`src/sv/wtsc_pkg.sv`:
```
// Package: shared types and constants for the waypoint-to-steer block.
package wtsc_pkg;

   localparam int CordicSteps = 17;
   localparam logic signed [19:0] HalfPi = 20'sd102944;
   localparam logic signed [19:0] Pi = 20'sd205887;
   localparam logic signed [19:0] TwoPi = 20'sd411775;
   localparam logic signed [17:0] SpeedBump = 18'sd205;
   localparam logic signed [17:0] SpeedFloor = 18'sd1024;
   localparam logic signed [17:0] SpeedMax = 18'sd65535;
   localparam logic [27:0] DistFloor = 28'd102;
   localparam logic [19:0] FinalTime = 20'd51;
   localparam logic [19:0] TimeMax = 20'd1048575;

   localparam logic OP_CAR = 1'b0;
   localparam logic OP_POSE = 1'b1;

   typedef struct packed {
      logic        operation;
      logic [39:0] pos_x;
      logic [39:0] pos_y;
      logic [15:0] heading;
      logic [16:0] speed;
      logic        last_pose;
   } req_type;

   typedef struct packed {
      logic [19:0] step_time;
      logic [16:0] cmd_speed;
      logic [15:0] steer_angle;
      logic [39:0] target_x;
      logic [39:0] target_y;
      logic [15:0] target_heading;
      logic        last_cmd;
   } rsp_type;

   // arctangent of 2^-i in 2^-16 rad
   function automatic logic [15:0] atan_entry(input logic [4:0] i);
      logic [15:0] r;
      case (i)
         5'd0: r = 16'd51472;
         5'd1: r = 16'd30386;
         5'd2: r = 16'd16055;
         5'd3: r = 16'd8150;
         5'd4: r = 16'd4091;
         5'd5: r = 16'd2047;
         5'd6: r = 16'd1024;
         5'd7: r = 16'd512;
         5'd8: r = 16'd256;
         5'd9: r = 16'd128;
         5'd10: r = 16'd64;
         5'd11: r = 16'd32;
         5'd12: r = 16'd16;
         5'd13: r = 16'd8;
         5'd14: r = 16'd4;
         5'd15: r = 16'd2;
         5'd16: r = 16'd1;
         default: r = 16'd0;
      endcase
      return r;
   endfunction

endpackage

```
`src/sv/wtsc_if.sv`:
```
// Interface: valid/ready channel carrying one payload.
interface wtsc_if #(parameter type payload_type = logic) (input logic clock);
   logic        valid;
   logic        ready;
   payload_type data;
   modport source (output valid, output data, input ready);
   modport sink (input valid, input data, output ready);
endinterface

```
`src/sv/waypoint_to_steer_command_top.sv`:
```
// Top level: waypoint stream to motion commands.
// Usage:
//   req channel carries car-state items (operation 0) and waypoints (operation 1).
//   rsp channel carries up to two commands per waypoint, the final one marked
//   by last_cmd. Car-state items give no command.
// Sequence: a waypoint that releases a held command runs the square root
//   (28 steps) and the 38-step divider with its load cycle in one shared subtract
//   unit, while two 17-step CORDIC passes (bearing, then steer) run in one shared
//   rotation unit. A far waypoint skips the divider. A waypoint that only ends a
//   message offers its command without using either unit.
// Throughput: one item at a time; req_ready is low while an item is in work
//   or a command waits.
// Reset: clears the car state, the pose counter and the held waypoint.
// Stall: a command waits in the output register until rsp_ready; no item is
//   accepted in the meantime.
module waypoint_to_steer_command_top #(
   parameter int SKIP_POSES = 5,
   parameter int MAX_POSES = 20
) (
   input  logic clock,
   input  logic reset,
   wtsc_if.sink   req,
   wtsc_if.source rsp
);
   localparam logic [3:0] ST_IDLE = 4'd0;
   localparam logic [3:0] ST_DECIDE = 4'd1;
   localparam logic [3:0] ST_BWAIT = 4'd3;
   localparam logic [3:0] ST_STEER = 4'd4;
   localparam logic [3:0] ST_SWAIT = 4'd5;
   localparam logic [3:0] ST_TWAIT = 4'd6;
   localparam logic [3:0] ST_OUT1 = 4'd7;
   localparam logic [3:0] ST_FINAL = 4'd8;
   localparam logic [3:0] ST_OUT2 = 4'd9;

   logic [3:0] state_ff, state_in;
   wtsc_pkg::req_type item_ff, item_in;
   wtsc_pkg::rsp_type out_ff, out_in;
   logic signed [39:0] car_x_ff, car_x_in, car_y_ff, car_y_in;
   logic signed [15:0] car_h_ff, car_h_in;
   logic signed [16:0] car_v_ff, car_v_in;
   logic [4:0] cnt_ff, cnt_in;
   logic signed [39:0] held_x_ff, held_x_in, held_y_ff, held_y_in;
   logic signed [15:0] held_h_ff, held_h_in;
   logic signed [16:0] held_v_ff, held_v_in;
   logic held_ok_ff, held_ok_in;
   logic signed [19:0] bear_ff, bear_in;
   logic signed [16:0] v_ff, v_in;
   logic far_in;
   logic tdone_ff, tdone_in;
   logic [19:0] time_ff, time_in;

   logic cord_start, cord_done, div_start, div_done;
   logic signed [41:0] cx, cy;
   logic signed [19:0] cord_z;
   logic [19:0] div_q;
   logic [55:0] rad;
   logic signed [40:0] dxs, dys, bx, by;
   logic signed [27:0] adx, ady;
   logic signed [19:0] braw;
   logic signed [22:0] b7;
   logic signed [16:0] vsel;
   logic signed [17:0] vt;
   logic in_window, final_pose;

   assign req.ready = (state_ff == ST_IDLE);
   assign rsp.valid = (state_ff == ST_OUT1) || (state_ff == ST_OUT2);
   assign rsp.data = out_ff;

   // speed rule on the pose speed held in vsel
   always_comb begin
      vt = (18'(car_v_ff) < 18'(vsel)) ? 18'(car_v_ff) + wtsc_pkg::SpeedBump : 18'(vsel);
      if (vt <= wtsc_pkg::SpeedFloor) vt = wtsc_pkg::SpeedFloor;
      if (vt > wtsc_pkg::SpeedMax) vt = wtsc_pkg::SpeedMax;
   end

   assign dxs = 41'(signed'(item_ff.pos_x)) - 41'(held_x_ff);
   assign dys = 41'(signed'(item_ff.pos_y)) - 41'(held_y_ff);
   assign far_in = (dxs >= 41'sd134217728) || (dxs <= -41'sd134217728) ||
                   (dys >= 41'sd134217728) || (dys <= -41'sd134217728);
   assign adx = dxs[27:0];
   assign ady = dys[27:0];
   assign rad = 56'(adx * adx) + 56'(ady * ady);
   assign bx = 41'(held_x_ff) - 41'(car_x_ff);
   assign by = 41'(held_y_ff) - 41'(car_y_ff);
   assign in_window = (32'(cnt_ff) >= SKIP_POSES) && (32'(cnt_ff) < MAX_POSES);
   assign final_pose = item_ff.last_pose || (32'(cnt_ff) == MAX_POSES - 1);

   // bearing wrap and steer argument
   always_comb begin
      braw = cord_z - 20'(signed'({car_h_ff, 3'd0}));
      if (braw > wtsc_pkg::Pi) braw = braw - wtsc_pkg::TwoPi;
      else if (braw < -wtsc_pkg::Pi) braw = braw + wtsc_pkg::TwoPi;
      if (bx == 0 && by == 0) braw = '0;
      b7 = 23'(bear_ff) * 23'sd7;
   end

   // sequencer
   always_comb begin
      state_in = state_ff; item_in = item_ff; out_in = out_ff;
      car_x_in = car_x_ff; car_y_in = car_y_ff; car_h_in = car_h_ff; car_v_in = car_v_ff;
      cnt_in = cnt_ff; held_x_in = held_x_ff; held_y_in = held_y_ff;
      held_h_in = held_h_ff; held_v_in = held_v_ff; held_ok_in = held_ok_ff;
      bear_in = bear_ff; v_in = v_ff; tdone_in = tdone_ff; time_in = time_ff;
      cord_start = 1'b0; div_start = 1'b0; cx = 42'(bx); cy = 42'(by);
      vsel = held_v_ff;
      if (div_done) begin
         tdone_in = 1'b1; time_in = div_q;
      end
      unique case (state_ff)
         ST_IDLE: begin
            if (req.valid) begin
               item_in = req.data;
               state_in = ST_DECIDE;
            end
         end
         ST_DECIDE: begin
            if (item_ff.operation == wtsc_pkg::OP_CAR) begin
               car_x_in = item_ff.pos_x; car_y_in = item_ff.pos_y;
               car_h_in = item_ff.heading; car_v_in = item_ff.speed;
               state_in = ST_IDLE;
            end else if (in_window && held_ok_ff) begin
               v_in = 17'(vt);
               div_start = !far_in;
               tdone_in = far_in; time_in = wtsc_pkg::TimeMax;
               cord_start = 1'b1;
               state_in = ST_BWAIT;
            end else if (in_window) begin
               state_in = ST_FINAL;
            end else begin
               state_in = ST_FINAL;
            end
         end
         ST_BWAIT: begin
            if (cord_done) begin
               bear_in = braw; state_in = ST_STEER;
            end
         end
         ST_STEER: begin
            cx = 42'sd65536; cy = 42'(b7 >>> 3);
            cord_start = 1'b1; state_in = ST_SWAIT;
         end
         ST_SWAIT: begin
            if (cord_done) begin
               out_in.steer_angle = 16'((cord_z + 20'sd4) >>> 3);
               state_in = ST_TWAIT;
            end
         end
         ST_TWAIT: begin
            if (tdone_ff) begin
               out_in.step_time = time_ff; out_in.cmd_speed = v_ff;
               out_in.target_x = held_x_ff; out_in.target_y = held_y_ff;
               out_in.target_heading = held_h_ff; out_in.last_cmd = 1'b0;
               held_ok_in = 1'b0; state_in = ST_OUT1;
            end
         end
         ST_OUT1: begin
            if (rsp.ready) state_in = ST_FINAL;
         end
         ST_FINAL: begin
            state_in = ST_IDLE;
            if (in_window) begin
               if (final_pose) begin
                  vsel = item_ff.speed;
                  out_in.step_time = wtsc_pkg::FinalTime; out_in.cmd_speed = 17'(vt);
                  out_in.steer_angle = '0; out_in.target_x = item_ff.pos_x;
                  out_in.target_y = item_ff.pos_y; out_in.target_heading = item_ff.heading;
                  out_in.last_cmd = 1'b1; state_in = ST_OUT2;
               end else begin
                  held_x_in = item_ff.pos_x; held_y_in = item_ff.pos_y;
                  held_h_in = item_ff.heading; held_v_in = item_ff.speed;
                  held_ok_in = 1'b1;
               end
            end
            if (item_ff.last_pose) begin
               cnt_in = '0; held_ok_in = 1'b0;
            end else if (cnt_ff != 5'd31) begin
               cnt_in = cnt_ff + 5'd1;
            end
         end
         ST_OUT2: begin
            if (rsp.ready) state_in = ST_IDLE;
         end
         default: state_in = ST_IDLE;
      endcase
   end

   always_ff @(posedge clock) begin
      if (reset) begin
         state_ff <= ST_IDLE; car_x_ff <= '0; car_y_ff <= '0; car_h_ff <= '0;
         car_v_ff <= '0; cnt_ff <= '0; held_x_ff <= '0; held_y_ff <= '0;
         held_h_ff <= '0; held_v_ff <= '0; held_ok_ff <= 1'b0; tdone_ff <= 1'b0;
      end else begin
         state_ff <= state_in; car_x_ff <= car_x_in; car_y_ff <= car_y_in;
         car_h_ff <= car_h_in; car_v_ff <= car_v_in; cnt_ff <= cnt_in;
         held_x_ff <= held_x_in; held_y_ff <= held_y_in; held_h_ff <= held_h_in;
         held_v_ff <= held_v_in; held_ok_ff <= held_ok_in;
         tdone_ff <= (state_ff == ST_TWAIT && tdone_ff) ? 1'b0 : tdone_in;
      end
      item_ff <= item_in; out_ff <= out_in; bear_ff <= bear_in; v_ff <= v_in;
      time_ff <= time_in;
   end

   wtsc_cordic u_cordic (
      .clock(clock), .reset(reset), .start(cord_start), .x_in(cx), .y_in(cy),
      .done(cord_done), .angle(cord_z)
   );

   wtsc_sqdiv u_sqdiv (
      .clock(clock), .reset(reset), .start(div_start), .radicand(rad),
      .divisor(v_in), .done(div_done), .quotient(div_q)
   );

   // checks
   a_no_accept_busy: assert property (@(posedge clock) disable iff (reset)
      (state_ff != ST_IDLE) |-> !req.ready) else $error("ready while busy");
   a_rsp_hold: assert property (@(posedge clock) disable iff (reset)
      (rsp.valid && !rsp.ready) |=> rsp.valid) else $error("response dropped");
   a_final_steer: assert property (@(posedge clock) disable iff (reset)
      (rsp.valid && out_ff.last_cmd) |-> (out_ff.steer_angle == '0))
      else $error("final command steer not zero");
   a_cnt_reset: assert property (@(posedge clock) disable iff (reset)
      (state_ff == ST_FINAL && item_ff.last_pose) |=> (cnt_ff == '0))
      else $error("pose count not cleared");
endmodule

```
`src/sv/wtsc_cordic.sv`:
```
// Module: iterative vectoring CORDIC, one micro-rotation per cycle.
module wtsc_cordic (
   input  logic               clock,
   input  logic               reset,
   input  logic               start,
   input  logic signed [41:0] x_in,
   input  logic signed [41:0] y_in,
   output logic               done,
   output logic signed [19:0] angle
);
   logic signed [44:0] x_ff, x_in_n, y_ff, y_in_n;
   logic signed [19:0] z_ff, z_in;
   logic [4:0]         step_ff, step_in;
   logic               busy_ff, busy_in, done_ff, done_in;
   logic signed [44:0] xs, ys;

   assign xs = x_ff >>> step_ff;
   assign ys = y_ff >>> step_ff;

   // quadrant pre-rotation at start, then one step per cycle
   always_comb begin
      x_in_n = x_ff; y_in_n = y_ff; z_in = z_ff;
      step_in = step_ff; busy_in = busy_ff; done_in = 1'b0;
      if (start) begin
         step_in = 5'd0; busy_in = 1'b1;
         if (x_in < 0) begin
            if (y_in >= 0) begin
               x_in_n = 45'(y_in); y_in_n = -45'(x_in); z_in = wtsc_pkg::HalfPi;
            end else begin
               x_in_n = -45'(y_in); y_in_n = 45'(x_in); z_in = -wtsc_pkg::HalfPi;
            end
         end else begin
            x_in_n = 45'(x_in); y_in_n = 45'(y_in); z_in = '0;
         end
      end else if (busy_ff) begin
         if (y_ff > 0) begin
            x_in_n = x_ff + ys; y_in_n = y_ff - xs;
            z_in = z_ff + 20'(signed'({1'b0, wtsc_pkg::atan_entry(step_ff)}));
         end else begin
            x_in_n = x_ff - ys; y_in_n = y_ff + xs;
            z_in = z_ff - 20'(signed'({1'b0, wtsc_pkg::atan_entry(step_ff)}));
         end
         step_in = step_ff + 5'd1;
         if (step_ff == 5'(wtsc_pkg::CordicSteps - 1)) begin
            busy_in = 1'b0; done_in = 1'b1;
         end
      end
   end

   always_ff @(posedge clock) begin
      if (reset) begin
         busy_ff <= 1'b0; done_ff <= 1'b0;
      end else begin
         busy_ff <= busy_in; done_ff <= done_in;
      end
      x_ff <= x_in_n; y_ff <= y_in_n; z_ff <= z_in; step_ff <= step_in;
   end

   assign done = done_ff;
   assign angle = z_ff;
endmodule

```
`src/sv/wtsc_sqdiv.sv`:
```
// Module: bit-serial square root and restoring divider sharing one subtractor.
module wtsc_sqdiv (
   input  logic        clock,
   input  logic        reset,
   input  logic        start,
   input  logic [55:0] radicand,
   input  logic [16:0] divisor,
   output logic        done,
   output logic [19:0] quotient
);
   localparam logic [1:0] S_IDLE = 2'd0;
   localparam logic [1:0] S_SQRT = 2'd1;
   localparam logic [1:0] S_DIV = 2'd2;

   logic [1:0]  state_ff, state_in;
   logic [55:0] n_ff, n_in;
   logic [55:0] res_ff, res_in;
   logic [55:0] bit_ff, bit_in;
   logic [38:0] rem_ff, rem_in;
   logic [37:0] num_ff, num_in;
   logic [19:0] q_ff, q_in;
   logic        sat_ff, sat_in;
   logic [5:0]  cnt_ff, cnt_in;
   logic [16:0] dv_ff, dv_in;
   logic        done_ff, done_in;
   logic [56:0] sub_a, sub_b, diff;
   logic [27:0] d;
   logic [38:0] rsh;

   assign rsh = {rem_ff[37:0], num_ff[37]};

   // shared subtractor
   always_comb begin
      if (state_ff == S_SQRT) begin
         sub_a = {1'b0, n_ff}; sub_b = {1'b0, res_ff + bit_ff};
      end else begin
         sub_a = 57'(rsh); sub_b = 57'(dv_ff);
      end
      diff = sub_a - sub_b;
   end

   always_comb begin
      state_in = state_ff; n_in = n_ff; res_in = res_ff; bit_in = bit_ff;
      rem_in = rem_ff; num_in = num_ff; q_in = q_ff; sat_in = sat_ff;
      cnt_in = cnt_ff; dv_in = dv_ff; done_in = 1'b0;
      d = (res_ff[27:0] > wtsc_pkg::DistFloor) ? res_ff[27:0] : wtsc_pkg::DistFloor;
      unique case (state_ff)
         S_IDLE: begin
            if (start) begin
               n_in = radicand; res_in = '0; bit_in = 56'd1 << 54;
               dv_in = divisor; state_in = S_SQRT;
            end
         end
         S_SQRT: begin
            if (!diff[56]) begin
               n_in = diff[55:0]; res_in = (res_ff >> 1) + bit_ff;
            end else begin
               res_in = res_ff >> 1;
            end
            bit_in = bit_ff >> 2;
            if (bit_ff[0]) begin
               state_in = S_DIV; rem_in = '0; q_in = '0; sat_in = 1'b0;
               cnt_in = 6'd38;
               num_in = '0;
            end
         end
         S_DIV: begin
            if (cnt_ff == 6'd38) begin
               num_in = {d, 10'd0};
               cnt_in = 6'd37;
            end else begin
               if (!diff[56]) begin
                  rem_in = diff[38:0];
               end else begin
                  rem_in = rsh;
               end
               num_in = {num_ff[36:0], 1'b0};
               if (q_ff[19]) sat_in = 1'b1;
               q_in = {q_ff[18:0], ~diff[56]};
               if (cnt_ff == 6'd0) begin
                  state_in = S_IDLE; done_in = 1'b1;
               end else begin
                  cnt_in = cnt_ff - 6'd1;
               end
            end
         end
         default: state_in = S_IDLE;
      endcase
   end

   always_ff @(posedge clock) begin
      if (reset) begin
         state_ff <= S_IDLE; done_ff <= 1'b0;
      end else begin
         state_ff <= state_in; done_ff <= done_in;
      end
      n_ff <= n_in; res_ff <= res_in; bit_ff <= bit_in; rem_ff <= rem_in;
      num_ff <= num_in; q_ff <= q_in; sat_ff <= sat_in; cnt_ff <= cnt_in;
      dv_ff <= dv_in;
   end

   assign done = done_ff;
   assign quotient = sat_ff ? wtsc_pkg::TimeMax : q_ff;
endmodule
```
`src/flat_wrapper.sv`:
```
// flat-port wrapper written by rule: the top's interface ports become plain ports
module waypoint_to_steer_command_top_flat 
#(
   parameter int SKIP_POSES = 5,
   parameter int MAX_POSES = 20
)
  (clock, reset, req_valid, req_data, req_ready, rsp_valid, rsp_data, rsp_ready);
  wtsc_if req_i (.clock(clock));
  wtsc_if rsp_i (.clock(clock));
  input  logic clock;
  input  logic reset;
  input wire logic [$bits(req_i.valid)-1:0] req_valid;
  input wire logic [$bits(req_i.data)-1:0] req_data;
  output wire logic [$bits(req_i.ready)-1:0] req_ready;
  output wire logic [$bits(rsp_i.valid)-1:0] rsp_valid;
  output wire logic [$bits(rsp_i.data)-1:0] rsp_data;
  input wire logic [$bits(rsp_i.ready)-1:0] rsp_ready;
  assign req_i.valid = req_valid;
  assign req_i.data = req_data;
  assign req_ready = req_i.ready;
  assign rsp_valid = rsp_i.valid;
  assign rsp_data = rsp_i.data;
  assign rsp_i.ready = rsp_ready;
  waypoint_to_steer_command_top #(.SKIP_POSES(SKIP_POSES), .MAX_POSES(MAX_POSES)) u_core (.clock(clock), .reset(reset), .req(req_i), .rsp(rsp_i));
endmodule
```
`config.mk`:
```
export PLATFORM = sky130hd
export DESIGN_NAME = waypoint_to_steer_command_top_flat
export DESIGN_NICKNAME = d
export VERILOG_FILES = /design/src/sv/wtsc_pkg.sv /design/src/sv/wtsc_if.sv /design/src/sv/waypoint_to_steer_command_top.sv /design/src/sv/wtsc_cordic.sv /design/src/sv/wtsc_sqdiv.sv /design/src/flat_wrapper.sv
export SDC_FILE = /design/constraint.sdc
export NUM_CORES = 1
export LEC_CHECK = 0
export ABC_CLOCK_PERIOD_IN_PS = 1700
export BUFFER_PORTS_ARGS = -buffer_cell sky130_fd_sc_hd__buf_2
export CAP_MARGIN = 0
export CORE_AREA = 2 2 47 49
export DETAILED_ROUTE_END_ITERATION = 6
export DIE_AREA = 0 0 49 51
export PLACE_DENSITY = 0.7
export SYNTH_ARGS = -nofsm -noshare
export SYNTH_HDL_FRONTEND = slang
export SYNTH_SLANG_ARGS = --single-unit
```
`constraint.sdc`:
```
create_clock -name clock -period 1.7 [get_ports clock]
set_input_delay 0.085 -clock clock [delete_from_list [all_inputs] [get_ports clock]]
set_output_delay 0.085 -clock clock [all_outputs]
set_load 0.02 [all_outputs]
```
==> impl_summary.md <==
Outcome
The run finished, with violations left. The checks that failed: setup timing.

Pwr
The sequential share of power is between 50% and 60%. In this run switching power makes up 22.3% of total power. The peak ir drop on the vdd network is between 0.4 and 0.5 mV.

In this run the power density over the cells is between 600 and 700 nW/um^2. The leakage power total is 0.455 nW. The fraction of power consumed by the clock network is around a third. The cell-internal power is just under 0.6 mW. Total power for the finished layout comes to 0.763 mW.

The switching power summed over all nets is between 0.15 and 0.2 mW. The logic gate share of total power is approximately 7.0%.

Yosys
The area fraction in compound gates after synthesis is 13.5%. The largest family of logic cells by synthesized area is simple AND/OR/NAND/NOR gates. In this run the cell area of the synthesized design comes to slightly below 1000 um^2.

The average cell area after synthesis is about 8.5 um^2. The synthesized netlist devotes about 4.5% of its cell area to XOR and XNOR gates. The simple-gate share of the synthesized area is 29.8%. For this run, the leading register cell type out of synthesis is dfxtp_1. The unique cell type count in the Yosys netlist is 35. The post-synthesis share of cell area spent on full adders, half adders and majority gates is between 6 and 7%.

After synthesis, flip-flops and latches occupy roughly two fifths of the total area. The number of synthesized register bits is 18. The synthesis warning total is 0. Synthesis produced 114 cells.

Counting every net in the synthesized netlist gives roughly 120. The multiplexer share of the synthesized area is between 2 and 2.5%. Counting flops with a built-in enable in the synthesized netlist gives 2.

The fraction of synthesis flops using an asynchronous set or reset pin is 0%.

CTS
The clock transition time at the flip-flop clock pins of the worst setup and hold paths is ~0.1 ns. The clock network latency to the later pin of the worst-skew pair is between 0.2 and 0.3 ns. The clock net sink count is 18. The clock tree from TritonCTS is yes. Buffers inserted during clock tree synthesis total 3. CTS built an H-tree with a depth of 1. The clock tree root buffer cell is clkbuf_4. The buffer levels on the longest clock path is 2.

Global routing
After global routing the overflow that remains totals 0. Entering global routing, the biggest net connects 13 pins. The via count of the first global-routing pass is ~800. The first global-routing pass estimated between 3000 and 4000 um of wire. The number of antenna violations at the first check in global routing is 0. In the global route stage, overall resource usage came out at 17.8%.

Finish
The commonest non-fill, non-tap cell in the layout is nor2_1. Fill cells in the final layout number between 200 and 250. The multi-input gate area in the final layout is around 600 um^2. The synthesis-to-finish area growth is 23.6%. In the final design database the tool counted approximately 140 nets. The ratio of cells with drive above 1 in the final layout is a little over a quarter. The library cells used most frequently in the layout, excluding fill and tap cells, are nor2_1, dfxtp_1, buf_4. 0 antenna diodes ended up in the layout. The register area is 384 um^2.

Floorplanning
The floorplan die height is 51 um. The floorplan has 17 rows. In this run the standard cell core region covers 2060 um^2. Measured along the x axis, the die boundary spans between 40 and 50 um. The number of top-level design ports is 8. For this configuration, the core starts out at a cell density of around 47%. The full die area is 2500 um^2.

Placement
At the end of routability-driven placement, the weighted congestion stood at ~0.85. The setup slack at placement is -0.0340 ns. Detailed placement ended at an HPWL of between 1000 and 1500 um. Input and output buffers added on the ports amount to 7.

Setup path
In this run the number of cells on the critical path is 6. Among the stages of the critical path, the cell type that occurs most often is ha_4. The data required time of the critical path is 1.93 ns. The cell with the biggest individual delay on the critical path is or4b_4. On the worst path, the slowest cell contributes a delay of ~0.46 ns.

The critical path is of the reg -> reg type. The worst flop-to-flop path startpoint is u_core.cnt_ff[1]. For the worst setup path, the data arrival time is 1.96 ns.

The number of cells traversed by the worst register-to-register path is 6. The sort of element at the end of the critical path is a register. The worst setup path is launched from a register. The flop-to-flop setup slack is -0.03 ns. The family of cells with the greatest summed delay on the critical path is simple AND/OR/NAND/NOR gates.

In this run the worst setup path terminates at u_core.cnt_ff[3]. The most critical setup path has its startpoint at u_core.cnt_ff[1]. The endpoint identified for the worst register-to-register timing path is u_core.cnt_ff[3].

The number of buffers and inverters on the critical path is 0. Walking the worst path, the cells encountered are ha_4, and3_4, ha_4, and4b_1, or4b_4, a21oi_2. The largest fanout on the critical path is 2.

Routing
Dividing the detail-routed wire length by the instance count gives 12.6 um. Across all layers, the routed design uses between 800 and 900 vias. The first detailed-routing pass ran for 4 iterations. The number of remaining DRC errors is 0. For this block, the initial DRC count from the detailed router was 11.

The detailed-route wire length is roughly 2000 um. The post-detailed-route count of antenna-violating nets is 0. Using the TritonRoute via totals, the vias-per-cell ratio works out to around 5.4.

Timing
In the finished design, the share of the clock period the worst path needs comes to 101%. The maximum frequency from static timing analysis is 580 MHz. The worst setup slack after layout is -0.0252 ns. Setup repair after global routing could not meet its margin everywhere. Setup violations remaining at the end of the flow were counted as 1. The final critical path time including I/O delays and setup is roughly 1.7 ns. For the pin with the worst max-slew slack, the measured transition is around 0.37 ns. The final count of hold timing violations is 0. The accumulated negative setup slack is -0.0252 ns. The clock arrives with between 0.0015 and 0.002 ns of skew.

The count of pins over their slew limit is 0. Headroom to the max-slew limit came out at 75.3%.

Min path
The worst hold path passes through 4 cells. The worst hold path belongs to the class in -> reg.

Job
The total of max-cap violations is 0.
## routing by layer
metal | global-route usage (%) | routed length, um | part of all wire (%) | vias to the layer above
li1 | - | - | - | 437
met1 | 20.0 | 919 | 46 | 398
met2 | 31.7 | 968 | 49 | 13
met3 | 5.85 | 73 | 3.7 | 4
met4 | 6.19 | 22 | 1.1 | 0
met5 | 0 | 0 | 0 | -
## Yosys cell counts (3+ instances only)
cell	instances	area [um^2]
xor2_1	3	26.3
nor2_1	16	60.1
inv_1	6	22.5
nor3_1	4	20.0
nand2b_1	4	25.0
nor4_1	4	25.0
ha_1	5	62.6
o21ai_0	3	15.0
dfxtp_1	16	320
clkbuf_1	6	22.5
a21oi_1	8	40.0
nand2_1	6	22.5
## state kept, by name, indices dropped and copies added, names as in the netlist
name	cells
u_core.cnt_ff	5
u_core.u_cordic.done	1
u_core.state_ff	4
u_core.rsp.data	1
u_core.item_ff	1
u_core.u_cordic.busy_ff	1
u_core.u_cordic.step_ff	5
## how the worst min path moves through the flow
stage,startpoint,end
final,rsp_ready,u_core.state_ff[2]
after global routing,rsp_ready,u_core.state_ff[2]
after CTS,rsp_ready,u_core.state_ff[2]
after detailed placement,req_data,u_core.item_ff[0]
after global placement,req_data,u_core.item_ff[0]
after floorplan,req_data,u_core.item_ff[0]
## through the flow
| stage | hold slack, ns | cell area, um^2 | cells | util (%) |
|---|---|---|---|---|
| after floorplan | 0.184 | 982 | 114 | - |
| after global placement | 0.269 | 1100 | 152 | 53.2 |
| after detailed placement | 0.273 | 1100 | 152 | 53.2 |
| after CTS | 0.0932 | 1170 | 157 | 56.6 |
| after global routing | 0.103 | 1200 | 158 | 58.3 |
| final | 0.104 | 1200 | 158 | 58.3 |
## logic make-up after synthesis
family / after synthesis
adder cells (fa/ha/maj): 5
XOR/XNOR: 5
buffers and inverters: 12
multiplexers: 2
AO/OA/AOI/OAI: 21
flip-flops: 18
AND/OR/NAND/NOR: 51
## cell type report
| cell class | instances | share of cell area [%] |
|---|---|---|
| Clock buffer | 4 | 3.01 |
| Inverter | 6 | 1.87 |
| Multi-Input combinational cell | 84 | 49.8 |
| Sequential cell | 18 | 31.9 |
| Tap cell | 28 | 2.91 |
| Timing Repair Buffer | 18 | 10.5 |
## worst register-to-register path, cell delays in order (launching register included)
cell     delay, ns
dfxtp_2       0.35
ha_4          0.15
and3_4        0.18
ha_4          0.15
and4b_1       0.24
or4b_4        0.46
a21oi_2       0.14
## power groups by stage
stage / logic (mW) / registers, mW / clock network, mW
final: 0.0536 / 0.448 / 0.261
after floorplan: 0.0338 / 0.456 / 0
after global placement: 0.0466 / 0.458 / 0
after global routing: 0.0609 / 0.450 / 0.282
after CTS: 0.0529 / 0.448 / 0.272
after detailed placement: 0.0509 / 0.458 / 0
## what timing repair did
item | 4_1_cts | 5_1_grt
endpoints found under the setup margin | 2 | 3
hold buffers | 1 | 0
endpoints found under the hold margin | 1 | 0
setup buffers | 0 | 1
gates resized for setup | 8 | 5
pin swaps | 1 | 3
(Power assumes the default switching activity.)
